<file path="src/rtl/core/dmi_pkg.sv">
// Shared types and constants for the directional movement index block.
package dmi_pkg;

	localparam int DATA_W   = 64;
	localparam int IN_W     = 32;
	localparam int PERIOD_W = 8;
	localparam int OUT_W    = 23;
	localparam int CNT_W    = 10;

	localparam logic [CNT_W-1:0]    BARS_MAX     = 10'd511;
	localparam logic [PERIOD_W-1:0] PERIOD_RESET = 8'd14;

	typedef enum logic [11:0] {
		ST_IDLE  = 12'b0000_0000_0001,
		ST_CALC  = 12'b0000_0000_0010,
		ST_WARM  = 12'b0000_0000_0100,
		ST_DIV_R = 12'b0000_0000_1000,
		ST_DIV_U = 12'b0000_0001_0000,
		ST_DIV_D = 12'b0000_0010_0000,
		ST_PCT_P = 12'b0000_0100_0000,
		ST_PCT_M = 12'b0000_1000_0000,
		ST_PCT_X = 12'b0001_0000_0000,
		ST_ADX   = 12'b0010_0000_0000,
		ST_DIV_A = 12'b0100_0000_0000,
		ST_DONE  = 12'b1000_0000_0000
	} state_t;

	typedef enum logic [1:0] {
		DSEL_RANGE,
		DSEL_UP,
		DSEL_DOWN,
		DSEL_ADX
	} div_sel_t;

	typedef enum logic [1:0] {
		PSEL_PLUS,
		PSEL_MINUS,
		PSEL_DX
	} pct_sel_t;

	typedef struct packed {
		logic     load;
		logic     calc;
		logic     warm_add;
		logic     div_start;
		logic     div_wb;
		div_sel_t div_sel;
		logic     pct_start;
		logic     pct_wb;
		pct_sel_t pct_sel;
		logic     adx_step;
		logic     finish;
	} ctrl_t;

	typedef struct packed {
		logic first_bar;
		logic warmup;
		logic dx_early;
		logic div_done;
		logic pct_done;
		logic out_free;
	} stat_t;

endpackage

</file>
<file path="src/rtl/core/dmi_div.sv">
// Restoring serial divider: 64-bit dividend by the 8-bit period, one bit per cycle.
module dmi_div (
	input  logic                          clk,
	input  logic                          arst_n,
	input  logic                          start,
	input  logic [dmi_pkg::DATA_W-1:0]    dividend,
	input  logic [dmi_pkg::PERIOD_W-1:0]  divisor,
	output logic                          done,
	output logic [dmi_pkg::DATA_W-1:0]    quotient
);

	localparam int CW = $clog2(dmi_pkg::DATA_W);

	logic                           busy_q;
	logic                           done_q;
	logic [CW-1:0]                  cnt_q;
	logic [dmi_pkg::DATA_W-1:0]     num_q;
	logic [dmi_pkg::PERIOD_W-1:0]   rem_q;
	logic [dmi_pkg::PERIOD_W:0]     trial;
	logic [dmi_pkg::PERIOD_W:0]     rem_n;
	logic                           ge;

	// Trial subtract of the divisor from the shifted remainder
	always_comb begin
		trial = {rem_q, num_q[dmi_pkg::DATA_W-1]};
		ge    = trial >= {1'b0, divisor};
		rem_n = ge ? (trial - {1'b0, divisor}) : trial;
	end

	// Control: run for one step per dividend bit
	always_ff @(posedge clk or negedge arst_n) begin
		if (!arst_n) begin
			busy_q <= 1'b0;
			done_q <= 1'b0;
			cnt_q  <= '0;
		end else begin
			done_q <= 1'b0;
			if (start && !busy_q) begin
				busy_q <= 1'b1;
				cnt_q  <= CW'(dmi_pkg::DATA_W - 1);
			end else if (busy_q) begin
				if (cnt_q == '0) begin
					busy_q <= 1'b0;
					done_q <= 1'b1;
				end else begin
					cnt_q <= cnt_q - 1'b1;
				end
			end
		end
	end

	// Shift quotient bits in as dividend bits leave
	always_ff @(posedge clk) begin
		if (start && !busy_q) begin
			num_q <= dividend;
			rem_q <= '0;
		end else if (busy_q) begin
			num_q <= {num_q[dmi_pkg::DATA_W-2:0], ge};
			rem_q <= rem_n[dmi_pkg::PERIOD_W-1:0];
		end
	end

	assign done     = done_q;
	assign quotient = num_q;

endmodule

</file>
<file path="src/rtl/core/dmi_pct.sv">
// Serial percent ratio unit: floor(x * 100% / d) by shift-and-add modulo d.
module dmi_pct #(
	parameter int FRACTION_BITS = 16
) (
	input  logic                          clk,
	input  logic                          arst_n,
	input  logic                          start,
	input  logic [dmi_pkg::DATA_W-1:0]    x,
	input  logic [dmi_pkg::DATA_W-1:0]    d,
	output logic                          done,
	output logic [FRACTION_BITS+6:0]      quot
);

	localparam int PCT_W = FRACTION_BITS + 7;
	localparam int BIT_W = $clog2(PCT_W);
	localparam logic [PCT_W-1:0] PCT_FULL = PCT_W'(100) << FRACTION_BITS;

	logic                         busy_q;
	logic                         phase_q;
	logic                         done_q;
	logic [BIT_W-1:0]             bit_q;
	logic [dmi_pkg::DATA_W-1:0]   r_q;
	logic [PCT_W:0]               q_q;
	logic [PCT_W-1:0]             quot_q;
	logic [dmi_pkg::DATA_W-1:0]   addend;
	logic [dmi_pkg::DATA_W:0]     sum;
	logic [dmi_pkg::DATA_W+1:0]   diff;
	logic                         carry;
	logic [dmi_pkg::DATA_W-1:0]   r_n;
	logic [PCT_W:0]               q_add;
	logic                         early;

	// Add modulo d: doubling in the first phase, add x in the second
	always_comb begin
		addend = phase_q ? x : r_q;
		sum    = {1'b0, r_q} + {1'b0, addend};
		diff   = {1'b0, sum} - {2'b0, d};
		carry  = !diff[dmi_pkg::DATA_W+1];
		r_n    = carry ? diff[dmi_pkg::DATA_W-1:0] : sum[dmi_pkg::DATA_W-1:0];
		q_add  = q_q + {{PCT_W{1'b0}}, carry};
		early  = (d == '0) || (x >= d);
	end

	// Control: two phases per bit of the percent constant
	always_ff @(posedge clk or negedge arst_n) begin
		if (!arst_n) begin
			busy_q  <= 1'b0;
			phase_q <= 1'b0;
			done_q  <= 1'b0;
			bit_q   <= '0;
		end else begin
			done_q <= 1'b0;
			if (start && !busy_q) begin
				if (early) begin
					done_q <= 1'b1;
				end else begin
					busy_q  <= 1'b1;
					phase_q <= 1'b0;
					bit_q   <= BIT_W'(PCT_W - 1);
				end
			end else if (busy_q) begin
				if (!phase_q) begin
					phase_q <= 1'b1;
				end else begin
					phase_q <= 1'b0;
					if (bit_q == '0) begin
						busy_q <= 1'b0;
						done_q <= 1'b1;
					end else begin
						bit_q <= bit_q - 1'b1;
					end
				end
			end
		end
	end

	// Remainder and quotient steps
	always_ff @(posedge clk) begin
		if (start && !busy_q) begin
			r_q <= '0;
			q_q <= '0;
			if (d == '0) begin
				quot_q <= '0;
			end else if (x >= d) begin
				quot_q <= PCT_FULL;
			end
		end else if (busy_q) begin
			if (!phase_q) begin
				r_q <= r_n;
				q_q <= {q_q[PCT_W-1:0], carry};
			end else if (PCT_FULL[bit_q]) begin
				r_q <= r_n;
				q_q <= q_add;
				if (bit_q == '0) begin
					quot_q <= (q_add > {1'b0, PCT_FULL}) ? PCT_FULL : q_add[PCT_W-1:0];
				end
			end else if (bit_q == '0) begin
				quot_q <= (q_q > {1'b0, PCT_FULL}) ? PCT_FULL : q_q[PCT_W-1:0];
			end
		end
	end

	assign done = done_q;
	assign quot = quot_q;

endmodule

</file>
<file path="src/rtl/core/dmi_ctrl.sv">
// Controller state machine sequencing the per-bar work of the datapath.
module dmi_ctrl (
	input  logic            clk,
	input  logic            arst_n,
	input  logic            in_valid,
	output logic            in_ready,
	input  dmi_pkg::stat_t  stat,
	output dmi_pkg::ctrl_t  ctl
);

	dmi_pkg::state_t state_q;
	dmi_pkg::state_t state_n;
	logic            run_q;
	logic            run_n;

	// Next state and commands
	always_comb begin
		state_n     = state_q;
		run_n       = run_q;
		ctl         = '0;
		ctl.div_sel = dmi_pkg::DSEL_RANGE;
		ctl.pct_sel = dmi_pkg::PSEL_PLUS;
		case (state_q)
			dmi_pkg::ST_IDLE: begin
				if (in_valid) begin
					ctl.load = 1'b1;
					state_n  = dmi_pkg::ST_CALC;
				end
			end
			dmi_pkg::ST_CALC: begin
				ctl.calc = 1'b1;
				if (stat.first_bar) begin
					state_n = dmi_pkg::ST_DONE;
				end else if (stat.warmup) begin
					state_n = dmi_pkg::ST_WARM;
				end else begin
					state_n = dmi_pkg::ST_DIV_R;
				end
			end
			dmi_pkg::ST_WARM: begin
				ctl.warm_add = 1'b1;
				state_n      = dmi_pkg::ST_DONE;
			end
			dmi_pkg::ST_DIV_R, dmi_pkg::ST_DIV_U, dmi_pkg::ST_DIV_D, dmi_pkg::ST_DIV_A: begin
				case (state_q)
					dmi_pkg::ST_DIV_R: ctl.div_sel = dmi_pkg::DSEL_RANGE;
					dmi_pkg::ST_DIV_U: ctl.div_sel = dmi_pkg::DSEL_UP;
					dmi_pkg::ST_DIV_D: ctl.div_sel = dmi_pkg::DSEL_DOWN;
					default:           ctl.div_sel = dmi_pkg::DSEL_ADX;
				endcase
				if (!run_q) begin
					ctl.div_start = 1'b1;
					run_n         = 1'b1;
				end else if (stat.div_done) begin
					ctl.div_wb = 1'b1;
					run_n      = 1'b0;
					case (state_q)
						dmi_pkg::ST_DIV_R: state_n = dmi_pkg::ST_DIV_U;
						dmi_pkg::ST_DIV_U: state_n = dmi_pkg::ST_DIV_D;
						dmi_pkg::ST_DIV_D: state_n = dmi_pkg::ST_PCT_P;
						default:           state_n = dmi_pkg::ST_DONE;
					endcase
				end
			end
			dmi_pkg::ST_PCT_P, dmi_pkg::ST_PCT_M, dmi_pkg::ST_PCT_X: begin
				case (state_q)
					dmi_pkg::ST_PCT_P: ctl.pct_sel = dmi_pkg::PSEL_PLUS;
					dmi_pkg::ST_PCT_M: ctl.pct_sel = dmi_pkg::PSEL_MINUS;
					default:           ctl.pct_sel = dmi_pkg::PSEL_DX;
				endcase
				if (!run_q) begin
					ctl.pct_start = 1'b1;
					run_n         = 1'b1;
				end else if (stat.pct_done) begin
					ctl.pct_wb = 1'b1;
					run_n      = 1'b0;
					case (state_q)
						dmi_pkg::ST_PCT_P: state_n = dmi_pkg::ST_PCT_M;
						dmi_pkg::ST_PCT_M: state_n = dmi_pkg::ST_PCT_X;
						default:           state_n = dmi_pkg::ST_ADX;
					endcase
				end
			end
			dmi_pkg::ST_ADX: begin
				ctl.adx_step = 1'b1;
				state_n      = stat.dx_early ? dmi_pkg::ST_DONE : dmi_pkg::ST_DIV_A;
			end
			dmi_pkg::ST_DONE: begin
				if (stat.out_free) begin
					ctl.finish = 1'b1;
					state_n    = dmi_pkg::ST_IDLE;
				end
			end
			default: begin
				state_n = dmi_pkg::ST_IDLE;
				run_n   = 1'b0;
			end
		endcase
	end

	// Hold state
	always_ff @(posedge clk or negedge arst_n) begin
		if (!arst_n) begin
			state_q <= dmi_pkg::ST_IDLE;
			run_q   <= 1'b0;
		end else begin
			state_q <= state_n;
			run_q   <= run_n;
		end
	end

	assign in_ready = (state_q == dmi_pkg::ST_IDLE);

	a_load_to_calc: assert property (@(posedge clk) disable iff (!arst_n)
		ctl.load |=> state_q == dmi_pkg::ST_CALC)
		else $error("accepted bar did not move to move calculation");

	a_div_done_state: assert property (@(posedge clk) disable iff (!arst_n)
		stat.div_done |-> (state_q == dmi_pkg::ST_DIV_R || state_q == dmi_pkg::ST_DIV_U ||
			state_q == dmi_pkg::ST_DIV_D || state_q == dmi_pkg::ST_DIV_A))
		else $error("divider finished outside a divide step");

	a_pct_done_state: assert property (@(posedge clk) disable iff (!arst_n)
		stat.pct_done |-> (state_q == dmi_pkg::ST_PCT_P || state_q == dmi_pkg::ST_PCT_M ||
			state_q == dmi_pkg::ST_PCT_X))
		else $error("ratio unit finished outside a ratio step");

endmodule

</file>
<file path="src/rtl/core/dmi_dp.sv">
// Datapath: bar registers, smoothed sums, DI and ADX state, shared units, result register.
module dmi_dp #(
	parameter int PRICE_BITS    = 32,
	parameter int FRACTION_BITS = 16
) (
	input  logic                          clk,
	input  logic                          arst_n,
	input  dmi_pkg::ctrl_t                ctl,
	output dmi_pkg::stat_t                stat,
	input  logic [dmi_pkg::PERIOD_W-1:0]  period,
	input  logic [dmi_pkg::IN_W-1:0]      bar_high,
	input  logic [dmi_pkg::IN_W-1:0]      bar_low,
	input  logic [dmi_pkg::IN_W-1:0]      bar_close,
	output logic                          out_valid,
	input  logic                          out_ready,
	output logic [dmi_pkg::OUT_W-1:0]     plus_di,
	output logic [dmi_pkg::OUT_W-1:0]     minus_di,
	output logic [dmi_pkg::OUT_W-1:0]     adx_value,
	output logic                          di_ready,
	output logic                          adx_ready
);

	localparam int DW    = dmi_pkg::DATA_W;
	localparam int IW    = dmi_pkg::IN_W;
	localparam int CW    = dmi_pkg::CNT_W;
	localparam int PW    = dmi_pkg::PERIOD_W;
	localparam int PCT_W = FRACTION_BITS + 7;
	localparam logic [IW-1:0] PMASK =
		(PRICE_BITS >= IW) ? {IW{1'b1}} : IW'((64'd1 << PRICE_BITS) - 64'd1);

	logic [IW-1:0]    h_q, l_q, c_q;
	logic [IW-1:0]    ph_q, pl_q, pc_q;
	logic [CW-1:0]    bars_q;
	logic [DW-1:0]    sr_q, su_q, sd_q, acc_q, num_q;
	logic [PCT_W-1:0] pdi_q, mdi_q, dx_q;
	logic [IW-1:0]    tr_q, up_q, dn_q;
	logic             out_valid_q;
	logic [dmi_pkg::OUT_W-1:0] pdi_o_q, mdi_o_q, adx_o_q;
	logic             di_o_q, adx_o_q_rdy;

	logic [PW-1:0]    p_eff;
	logic [PW-1:0]    p_m1;
	logic [CW-1:0]    p_cnt, p2;
	logic             smoothed, di_ok, adx_ok, first_avg;
	logic signed [IW+1:0] hd, ld, hl, hc, lc, tr_s;
	logic [IW-1:0]    tr_c, up_c, dn_c;
	logic [31+PW:0]   acc_mul;

	logic [DW-1:0]    div_num, div_q;
	logic             div_done;
	logic [DW-1:0]    pct_x, pct_d;
	logic [PCT_W-1:0] pct_q, dx_abs;
	logic [PCT_W:0]   di_sum;
	logic             pct_done;

	// Effective period and readiness thresholds
	always_comb begin
		p_eff     = (period == '0) ? PW'(1) : period;
		p_m1      = p_eff - 1'b1;
		p_cnt     = {{(CW-PW){1'b0}}, p_eff};
		p2        = p_cnt << 1;
		smoothed  = (bars_q != '0) && (bars_q > p_cnt);
		di_ok     = smoothed && ((bars_q + 1'b1) >= p2);
		adx_ok    = smoothed && (bars_q >= p2);
		first_avg = (bars_q == p2);
	end

	// True range and directional moves against the prior bar
	always_comb begin
		hd = $signed({2'b0, h_q}) - $signed({2'b0, ph_q});
		ld = $signed({2'b0, pl_q}) - $signed({2'b0, l_q});
		hl = $signed({2'b0, h_q}) - $signed({2'b0, l_q});
		hc = $signed({2'b0, h_q}) - $signed({2'b0, pc_q});
		lc = $signed({2'b0, l_q}) - $signed({2'b0, pc_q});
		if (hc < 0) hc = -hc;
		if (lc < 0) lc = -lc;
		tr_s = hl;
		if (tr_s < hc) tr_s = hc;
		if (tr_s < lc) tr_s = lc;
		tr_c = tr_s[IW-1:0];
		up_c = (hd > ld && hd > 0) ? hd[IW-1:0] : '0;
		dn_c = (ld > hd && ld > 0) ? ld[IW-1:0] : '0;
	end

	// Scale the running ADX by period minus one; the accumulator stays below 2^32
	always_comb begin
		acc_mul = {{PW{1'b0}}, acc_q[31:0]} * {32'd0, p_m1};
	end

	function automatic logic [DW-1:0] scale_in(input logic [IW-1:0] v);
		logic [DW-1:0] e;
		e = {{(DW-IW){1'b0}}, v};
		return e << FRACTION_BITS;
	endfunction

	// Operand selection for the shared units
	always_comb begin
		case (ctl.div_sel)
			dmi_pkg::DSEL_RANGE: div_num = sr_q;
			dmi_pkg::DSEL_UP:    div_num = su_q;
			dmi_pkg::DSEL_DOWN:  div_num = sd_q;
			default:             div_num = num_q;
		endcase
		dx_abs = (pdi_q > mdi_q) ? (pdi_q - mdi_q) : (mdi_q - pdi_q);
		di_sum = {1'b0, pdi_q} + {1'b0, mdi_q};
		case (ctl.pct_sel)
			dmi_pkg::PSEL_PLUS: begin
				pct_x = su_q;
				pct_d = sr_q;
			end
			dmi_pkg::PSEL_MINUS: begin
				pct_x = sd_q;
				pct_d = sr_q;
			end
			default: begin
				pct_x = {{(DW-PCT_W){1'b0}}, dx_abs};
				pct_d = {{(DW-PCT_W-1){1'b0}}, di_sum};
			end
		endcase
	end

	dmi_div u_div (
		.clk      (clk),
		.arst_n   (arst_n),
		.start    (ctl.div_start),
		.dividend (div_num),
		.divisor  (p_eff),
		.done     (div_done),
		.quotient (div_q)
	);

	dmi_pct #(
		.FRACTION_BITS (FRACTION_BITS)
	) u_pct (
		.clk    (clk),
		.arst_n (arst_n),
		.start  (ctl.pct_start),
		.x      (pct_x),
		.d      (pct_d),
		.done   (pct_done),
		.quot   (pct_q)
	);

	// Capture the bar and its moves, the DX and the next ADX numerator
	always_ff @(posedge clk) begin
		if (ctl.load) begin
			h_q <= bar_high & PMASK;
			l_q <= bar_low & PMASK;
			c_q <= bar_close & PMASK;
		end
		if (ctl.calc) begin
			tr_q <= tr_c;
			up_q <= up_c;
			dn_q <= dn_c;
		end
		if (ctl.pct_wb && ctl.pct_sel == dmi_pkg::PSEL_DX) begin
			dx_q <= pct_q;
		end
		if (ctl.adx_step) begin
			num_q <= first_avg ? (acc_q + {{(DW-PCT_W){1'b0}}, dx_q})
				: ({{(DW-32-PW){1'b0}}, acc_mul} + {{(DW-PCT_W){1'b0}}, dx_q});
		end
	end

	// Series state: priors, count, sums, DI and ADX
	always_ff @(posedge clk or negedge arst_n) begin
		if (!arst_n) begin
			ph_q   <= '0;
			pl_q   <= '0;
			pc_q   <= '0;
			bars_q <= '0;
			sr_q   <= '0;
			su_q   <= '0;
			sd_q   <= '0;
			acc_q  <= '0;
			pdi_q  <= '0;
			mdi_q  <= '0;
		end else begin
			if (ctl.warm_add) begin
				sr_q <= sr_q + scale_in(tr_q);
				su_q <= su_q + scale_in(up_q);
				sd_q <= sd_q + scale_in(dn_q);
			end
			if (ctl.div_wb) begin
				case (ctl.div_sel)
					dmi_pkg::DSEL_RANGE: sr_q  <= sr_q - div_q + scale_in(tr_q);
					dmi_pkg::DSEL_UP:    su_q  <= su_q - div_q + scale_in(up_q);
					dmi_pkg::DSEL_DOWN:  sd_q  <= sd_q - div_q + scale_in(dn_q);
					default:             acc_q <= div_q;
				endcase
			end
			if (ctl.pct_wb) begin
				case (ctl.pct_sel)
					dmi_pkg::PSEL_PLUS:  pdi_q <= pct_q;
					dmi_pkg::PSEL_MINUS: mdi_q <= pct_q;
					default: ;
				endcase
			end
			if (ctl.adx_step && stat.dx_early) begin
				acc_q <= acc_q + {{(DW-PCT_W){1'b0}}, dx_q};
			end
			if (ctl.finish) begin
				ph_q   <= h_q;
				pl_q   <= l_q;
				pc_q   <= c_q;
				bars_q <= (bars_q >= dmi_pkg::BARS_MAX) ? dmi_pkg::BARS_MAX : bars_q + 1'b1;
			end
		end
	end

	// Result register: load on finish, drop on transfer
	always_ff @(posedge clk or negedge arst_n) begin
		if (!arst_n) begin
			out_valid_q <= 1'b0;
		end else if (ctl.finish) begin
			out_valid_q <= 1'b1;
		end else if (out_ready) begin
			out_valid_q <= 1'b0;
		end
	end

	always_ff @(posedge clk) begin
		if (ctl.finish) begin
			pdi_o_q     <= di_ok ? dmi_pkg::OUT_W'(pdi_q) : '0;
			mdi_o_q     <= di_ok ? dmi_pkg::OUT_W'(mdi_q) : '0;
			adx_o_q     <= adx_ok ? acc_q[dmi_pkg::OUT_W-1:0] : '0;
			di_o_q      <= di_ok;
			adx_o_q_rdy <= adx_ok;
		end
	end

	always_comb begin
		stat.first_bar = (bars_q == '0);
		stat.warmup    = (bars_q <= p_cnt);
		stat.dx_early  = (bars_q < p2);
		stat.div_done  = div_done;
		stat.pct_done  = pct_done;
		stat.out_free  = !out_valid_q || out_ready;
	end

	assign out_valid = out_valid_q;
	assign plus_di   = pdi_o_q;
	assign minus_di  = mdi_o_q;
	assign adx_value = adx_o_q;
	assign di_ready  = di_o_q;
	assign adx_ready = adx_o_q_rdy;

	a_adx_needs_di: assert property (@(posedge clk) disable iff (!arst_n)
		(out_valid_q && adx_o_q_rdy) |-> di_o_q)
		else $error("ADX flagged ready on a bar without DI ready");

endmodule

</file>
<file path="src/rtl/core/directional_movement_index.sv">
// Wilder directional movement index (plus DI, minus DI, ADX) over a stream of price bars.
// One bar in, one result out. The work of each bar is done by the shared bit-serial
// divide-by-period unit (up to four times per bar) and the bit-serial percent ratio unit
// (three times per bar once the warm-up bars are past; neither unit runs during warm-up).
// The ADX divide is skipped while the first period DX values are summed, and a ratio is
// settled at once by a zero divisor or a full-scale quotient. A finished result waits in
// an output register, and the next bar is taken while it waits. The user must write the
// period register through the cfg channel only while the block is idle; the block itself
// does not enforce it. Zero acts as one.
module directional_movement_index #(
	parameter int PRICE_BITS    = 32,
	parameter int FRACTION_BITS = 16
) (
	input  logic        clk,
	input  logic        arst_n,
	input  logic        s_axis_tvalid,
	output logic        s_axis_tready,
	input  logic [95:0] s_axis_tdata,   // bar_high[31:0], bar_low[63:32], bar_close[95:64]
	output logic        m_axis_tvalid,
	input  logic        m_axis_tready,
	output logic [71:0] m_axis_tdata,   // plus_di[22:0], minus_di[45:23], adx_value[68:46], zero
	output logic [1:0]  m_axis_tuser,   // di_ready[0], adx_ready[1]
	input  logic        cfg_valid,
	output logic        cfg_ready,
	input  logic [7:0]  cfg_data        // period
);

	dmi_pkg::ctrl_t ctl;
	dmi_pkg::stat_t stat;
	logic [dmi_pkg::PERIOD_W-1:0] period_q;
	logic [dmi_pkg::OUT_W-1:0]    plus_di, minus_di, adx_value;
	logic                         di_ready, adx_ready;

	// Period register
	always_ff @(posedge clk or negedge arst_n) begin
		if (!arst_n) begin
			period_q <= dmi_pkg::PERIOD_RESET;
		end else if (cfg_valid && cfg_ready) begin
			period_q <= cfg_data;
		end
	end

	assign cfg_ready = 1'b1;

	dmi_ctrl u_ctrl (
		.clk      (clk),
		.arst_n   (arst_n),
		.in_valid (s_axis_tvalid),
		.in_ready (s_axis_tready),
		.stat     (stat),
		.ctl      (ctl)
	);

	dmi_dp #(
		.PRICE_BITS    (PRICE_BITS),
		.FRACTION_BITS (FRACTION_BITS)
	) u_dp (
		.clk       (clk),
		.arst_n    (arst_n),
		.ctl       (ctl),
		.stat      (stat),
		.period    (period_q),
		.bar_high  (s_axis_tdata[31:0]),
		.bar_low   (s_axis_tdata[63:32]),
		.bar_close (s_axis_tdata[95:64]),
		.out_valid (m_axis_tvalid),
		.out_ready (m_axis_tready),
		.plus_di   (plus_di),
		.minus_di  (minus_di),
		.adx_value (adx_value),
		.di_ready  (di_ready),
		.adx_ready (adx_ready)
	);

	assign m_axis_tdata = {3'b000, adx_value, minus_di, plus_di};
	assign m_axis_tuser = {adx_ready, di_ready};

endmodule
</file>
<file path="config.mk">
export PLATFORM = sky130hd
export DESIGN_NAME = directional_movement_index
export DESIGN_NICKNAME = d
export VERILOG_FILES = /design/src/rtl/core/dmi_pkg.sv /design/src/rtl/core/dmi_div.sv /design/src/rtl/core/dmi_pct.sv /design/src/rtl/core/dmi_ctrl.sv /design/src/rtl/core/dmi_dp.sv /design/src/rtl/core/directional_movement_index.sv
export SDC_FILE = /design/constraint.sdc
export NUM_CORES = 2
export LEC_CHECK = 0
export BUFFER_PORTS_ARGS = -buffer_cell sky130_fd_sc_hd__buf_4
export CORE_AREA = 2 2 410 493
export CTS_BUF_LIST = sky130_fd_sc_hd__clkbuf_4 sky130_fd_sc_hd__clkbuf_8 sky130_fd_sc_hd__clkbuf_16
export CTS_CLUSTER_DIAMETER = 60
export DETAILED_ROUTE_END_ITERATION = 7
export DIE_AREA = 0 0 412 495
export GPL_TIMING_DRIVEN = 0
export HOLD_SLACK_MARGIN = 0.05
export PLACE_DENSITY = 0.65
export SKIP_LAST_GASP = 1
export SLEW_MARGIN = 20
export SYNTH_ARGS = -nofsm -noshare
export SYNTH_HDL_FRONTEND = slang
export SYNTH_SLANG_ARGS = --single-unit
export TNS_END_PERCENT = 1
</file>
<file path="constraint.sdc">
create_clock -name clk -period 12.8 [get_ports clk]
set_input_delay 0.64 -clock clk [delete_from_list [all_inputs] [get_ports clk]]
set_output_delay 0.64 -clock clk [all_outputs]
set_load 0.02 [all_outputs]
</file>
==> results summary <==
The detailed-route vias per instance is ~6.3. The clock net sink count came out at ~1000. The count of final setup violators is 2. Counting the fill cells in the layout gives between 15000 and 20000. The total vias in the final route is ~95000. The tree is rooted in a sky130_fd_sc_hd__clkbuf_16. In this run the worst setup path begins at u_dp.h_q[10].

The min-delay analysis places its worst path in the category in -> async. The leakage component of the power is 49.81 nW. The highest clock frequency the design can meet came out at around 80 MHz. After clock tree synthesis, the clock-pin slew on the worst setup and hold paths is around 0.060 ns. The average cell area after synthesis is between 8 and 9 um^2.

The peak supply drop is 164.2 uV. Measured in cells, the most critical reg-to-reg path has a length of 38. The distinct cell type count of the synthesized netlist is 110.

Among all flip-flop cells after synthesis, the most frequent one is sky130_fd_sc_hd__dfrtp_1. Among all stages on the critical path, the largest delay is contributed by sky130_fd_sc_hd__o211ai_2. The total of flip-flops plus latches after synthesis is 979. The worst slack at placement is -4.772 ns. The cell area after placement is 104400 um^2.

After detailed routing, the total wire length is between 400000 and 500000 um. Global routing used 41.87% of the available tracks. Routability-driven placement finished with a final weighted congestion of ~1.1.

The clock latency on the worst-skew pair is between 0.8 and 0.9 ns. The via count of the first global-routing pass is 93212. The row count is 180. Setup repair after global routing could not meet its margin everywhere. The endpoint identified for the worst register-to-register timing path is u_dp.tr_q[15].

The number of ports placed on the die boundary came out at 186. The minimum setup slack in the final design is -0.01047 ns. The detailed-routing iteration count for the pre-antenna-repair pass is 8. The synthesized instance count came out at ~12000. The global-route wire length before repair came out at around 620000 um. Data on the critical path arrives at its endpoint at 13.37 ns. The async set or reset register ratio after synthesis came out at 45.56%. The tool flagged a number of max-cap violations equal to 0.

The final critical-path required period is between 10 and 15 ns. The hold violation count in the final report is 0. The ratio of total power to cell area is ~220 nW/um^2.

STA puts the critical path data required time at between 10 and 15 ns. The checks that failed: design-rule violations, negative setup slack. The largest clock skew in the final design came out at 0.04407 ns. The combined flip-flop and latch cell area is roughly 26000 um^2.

Measured against its own limit, the worst slew margin works out to between 10% and 20%. The flow ran to the end, but the final reports show violations. The routed wire length per instance is slightly below 30 um. The worst stage delay on the critical path came out at 0.81 ns.

The width of the die came out at a little over 400 um. The highest fanout seen on the critical path is 10. The end-of-flow core utilization came out at between 50% and 60%. The number of nets still failing antenna checks after routing came out at 0. The maximum clock insertion buffer count came out at 3.

The half-perimeter wire length after detailed placement came out at ~360000 um. The number of antenna violations at the first check in global routing came out at 20. The number of design rule violations left after detail routing is 18. The worst setup path is captured at a flop. The pin count of the biggest net entering global routing is 80. The total area of multi-input combinational cells came out at between 60000 and 70000 um^2.

In the finished design, the share of the clock period the worst path needs comes to 100.1%. The number of buffers created by CTS is between 100 and 150. The critical path is of the reg -> reg type. The startpoint of the lowest-slack register-to-register path is u_dp.h_q[10]. The total number of H-tree levels came out at 4. STA classifies the critical path startpoint as a flop. TritonCTS built the clock tree. The share of the Yosys chip area taken by registers is 26.49%.

The number of flops mapped to enable cells by yosys came out at roughly 440. The count of yosys warnings during synthesis came out at 0. At the pin with the least slew margin, the transition time is around 1.3 ns. The die height is slightly below 500 um.

The cell area that synthesis handed to floorplanning was 98950 um^2. The design area came out at about 110000 um^2. The library cells used most frequently in the layout, excluding fill and tap cells, are 1167 x sky130_fd_sc_hd__nand2_1, 1115 x sky130_fd_sc_hd__inv_1, 1027 x sky130_fd_sc_hd__ha_1. The commonest non-fill, non-tap cell in the layout is sky130_fd_sc_hd__nand2_1.

The area enclosed by the die boundary came out at 203900 um^2. The initial core utilization is about half. The area added between synthesis and finish is 12.34%. The final-report max-slew violation count came out at 0. The fraction of final layout cells sized beyond drive strength 1 came out at between 7 and 8%. The count of buffers inserted at the top-level ports is ~180. After the last flow step, the layout net total stands at around 14000. The accumulated negative setup slack came out at -0.01172 ns. The placeable core area is between 150000 and 200000 um^2.

In this run the worst setup path terminates at u_dp.tr_q[15]. The violation count after the first detailed-route iteration came out at approximately 8900. Summed over all layers, the global routing overflow is 0. The worst register-to-register path has a setup slack of -0.01 ns.
[worst min path at each step]
stage / start / end / slack, ns / depth (start not counted)
after floorplan: arst_n / period_q[0] / 0.34 / 0
final: arst_n / u_dp.pc_q[28] / 0.25 / 2
after CTS: arst_n / u_dp.pc_q[28] / 0.21 / 2
after detailed placement: u_dp.c_q[12] / u_dp.pc_q[12] / 0.44 / 2
after global routing: arst_n / u_dp.pc_q[28] / 0.26 / 2
after global placement: u_dp.c_q[2] / u_dp.pc_q[2] / 0.43 / 2
[layer usage]
layer  routed length, um  part of all wire, %  up-vias  global-route usage (%)
li1                    -                    -    42828                       -
met1              152800                   35    46025                   45.19
met2              201300                   46     4289                   68.86
met3               30120                  6.9     1431                   7.537
met4               50490                   12       14                   40.30
met5                  97                0.022        -                       0
[layout make-up]
type / instances / area share [%]
diodes: 15 / 0.03377
repair buffers: 356 / 2.860
flip-flops and latches: 979 / 23.58
multi-input cells: 9206 / 60.57
clock buffers: 162 / 3.357
plain buffers: 497 / 1.835
clock inverters: 90 / 1.001
well taps: 2639 / 2.970
inverters: 1120 / 3.790
[timing repair]
item	CTS	global route
pin swaps	8	11
resized for setup	126	53
endpoints found under the hold margin	215	0
cloned	0	0
buffers inserted	10	8
endpoints found under the setup margin	101	54
hold buffers	110	0
[logic make-up after synthesis]
family | after synthesis | share of synthesized area [%]
adders and majority gates | 1350 | 19.48
buffers and inverters | 1633 | 6.235
xor gates and xnor gates | 739 | 6.578
DFF | 979 | 26.49
and+or+nand+nor | 3372 | 16.31
muxes | 254 | 2.738
other | 2 | 0.007590
AOI/OAI and AO/OA | 3485 | 22.17
[flip-flops by register name, indices dropped and copies added, names as in the netlist, 64 cells and up]
| name | count |
|---|---|
| u_dp.acc_q | 64 |
| u_dp.num_q | 64 |
| u_dp.sd_q | 64 |
| u_dp.sr_q | 64 |
| u_dp.su_q | 64 |
| u_dp.u_div.quotient | 64 |
| u_dp.u_pct.r_q | 64 |
[through the flow]
step	instances	power, mW	hold WS (ns)
2_1_floorplan	11818	14.58	0.3444
3_3_place_gp	14638	19.32	0.4349
3_5_place_dp	14685	19.63	0.4369
4_1_cts	15042	23.89	0.2148
5_1_grt	15050	25.79	0.2594
6_report	15064	24.36	0.2519
[power breakdown]
part,internal (mW),switching [mW]
clock,2.39,1.75
combinational,5.49,9.74
sequential,3.94,1.05
[critical path, delay by kind of cell, from the launching register on]
family	cells	cell delay (ns)
adders and majority gates	3	0.97
DFF	1	0.51
xor gates and xnor gates	2	0.44
buffers and inverters	7	2.11
AOI/OAI and AO/OA	17	5.59
and+or+nand+nor	7	1.94
muxes	2	0.87
[synthesized netlist by cell type, drive strengths merged, types with 41 or more instances]
master / n / share of area [%]
nor4: 56 / 0.38
a21o: 444 / 3.4
a31oi: 106 / 0.69
o21bai: 115 / 0.87
a22oi: 107 / 0.81
mux2: 130 / 1.5
nor2: 735 / 2.8
a21boi: 41 / 0.31
buf: 66 / 0.29
a211oi: 134 / 1.0
nand3: 232 / 1.2
fa: 317 / 6.4
clkbuf: 447 / 1.7
dfrtp: 442 / 11
and2: 170 / 1.1
edfxtp: 437 / 13
o31ai: 53 / 0.42
nand2b: 149 / 0.94
xnor2: 470 / 4.2
inv: 1117 / 4.2
and3: 116 / 0.74
o211ai: 113 / 0.86
o21ai: 923 / 4.7
o21a: 111 / 0.84
mux2i: 124 / 1.3
nand4: 140 / 0.89
a21oi: 974 / 4.9
nand2: 1168 / 4.4
nor3: 193 / 0.99
or3: 49 / 0.31
xor2: 268 / 2.4
nor2b: 199 / 1.3
dfxtp: 96 / 1.9
ha: 1033 / 13
No activity file was read; power rests on OpenSTA's default activity.
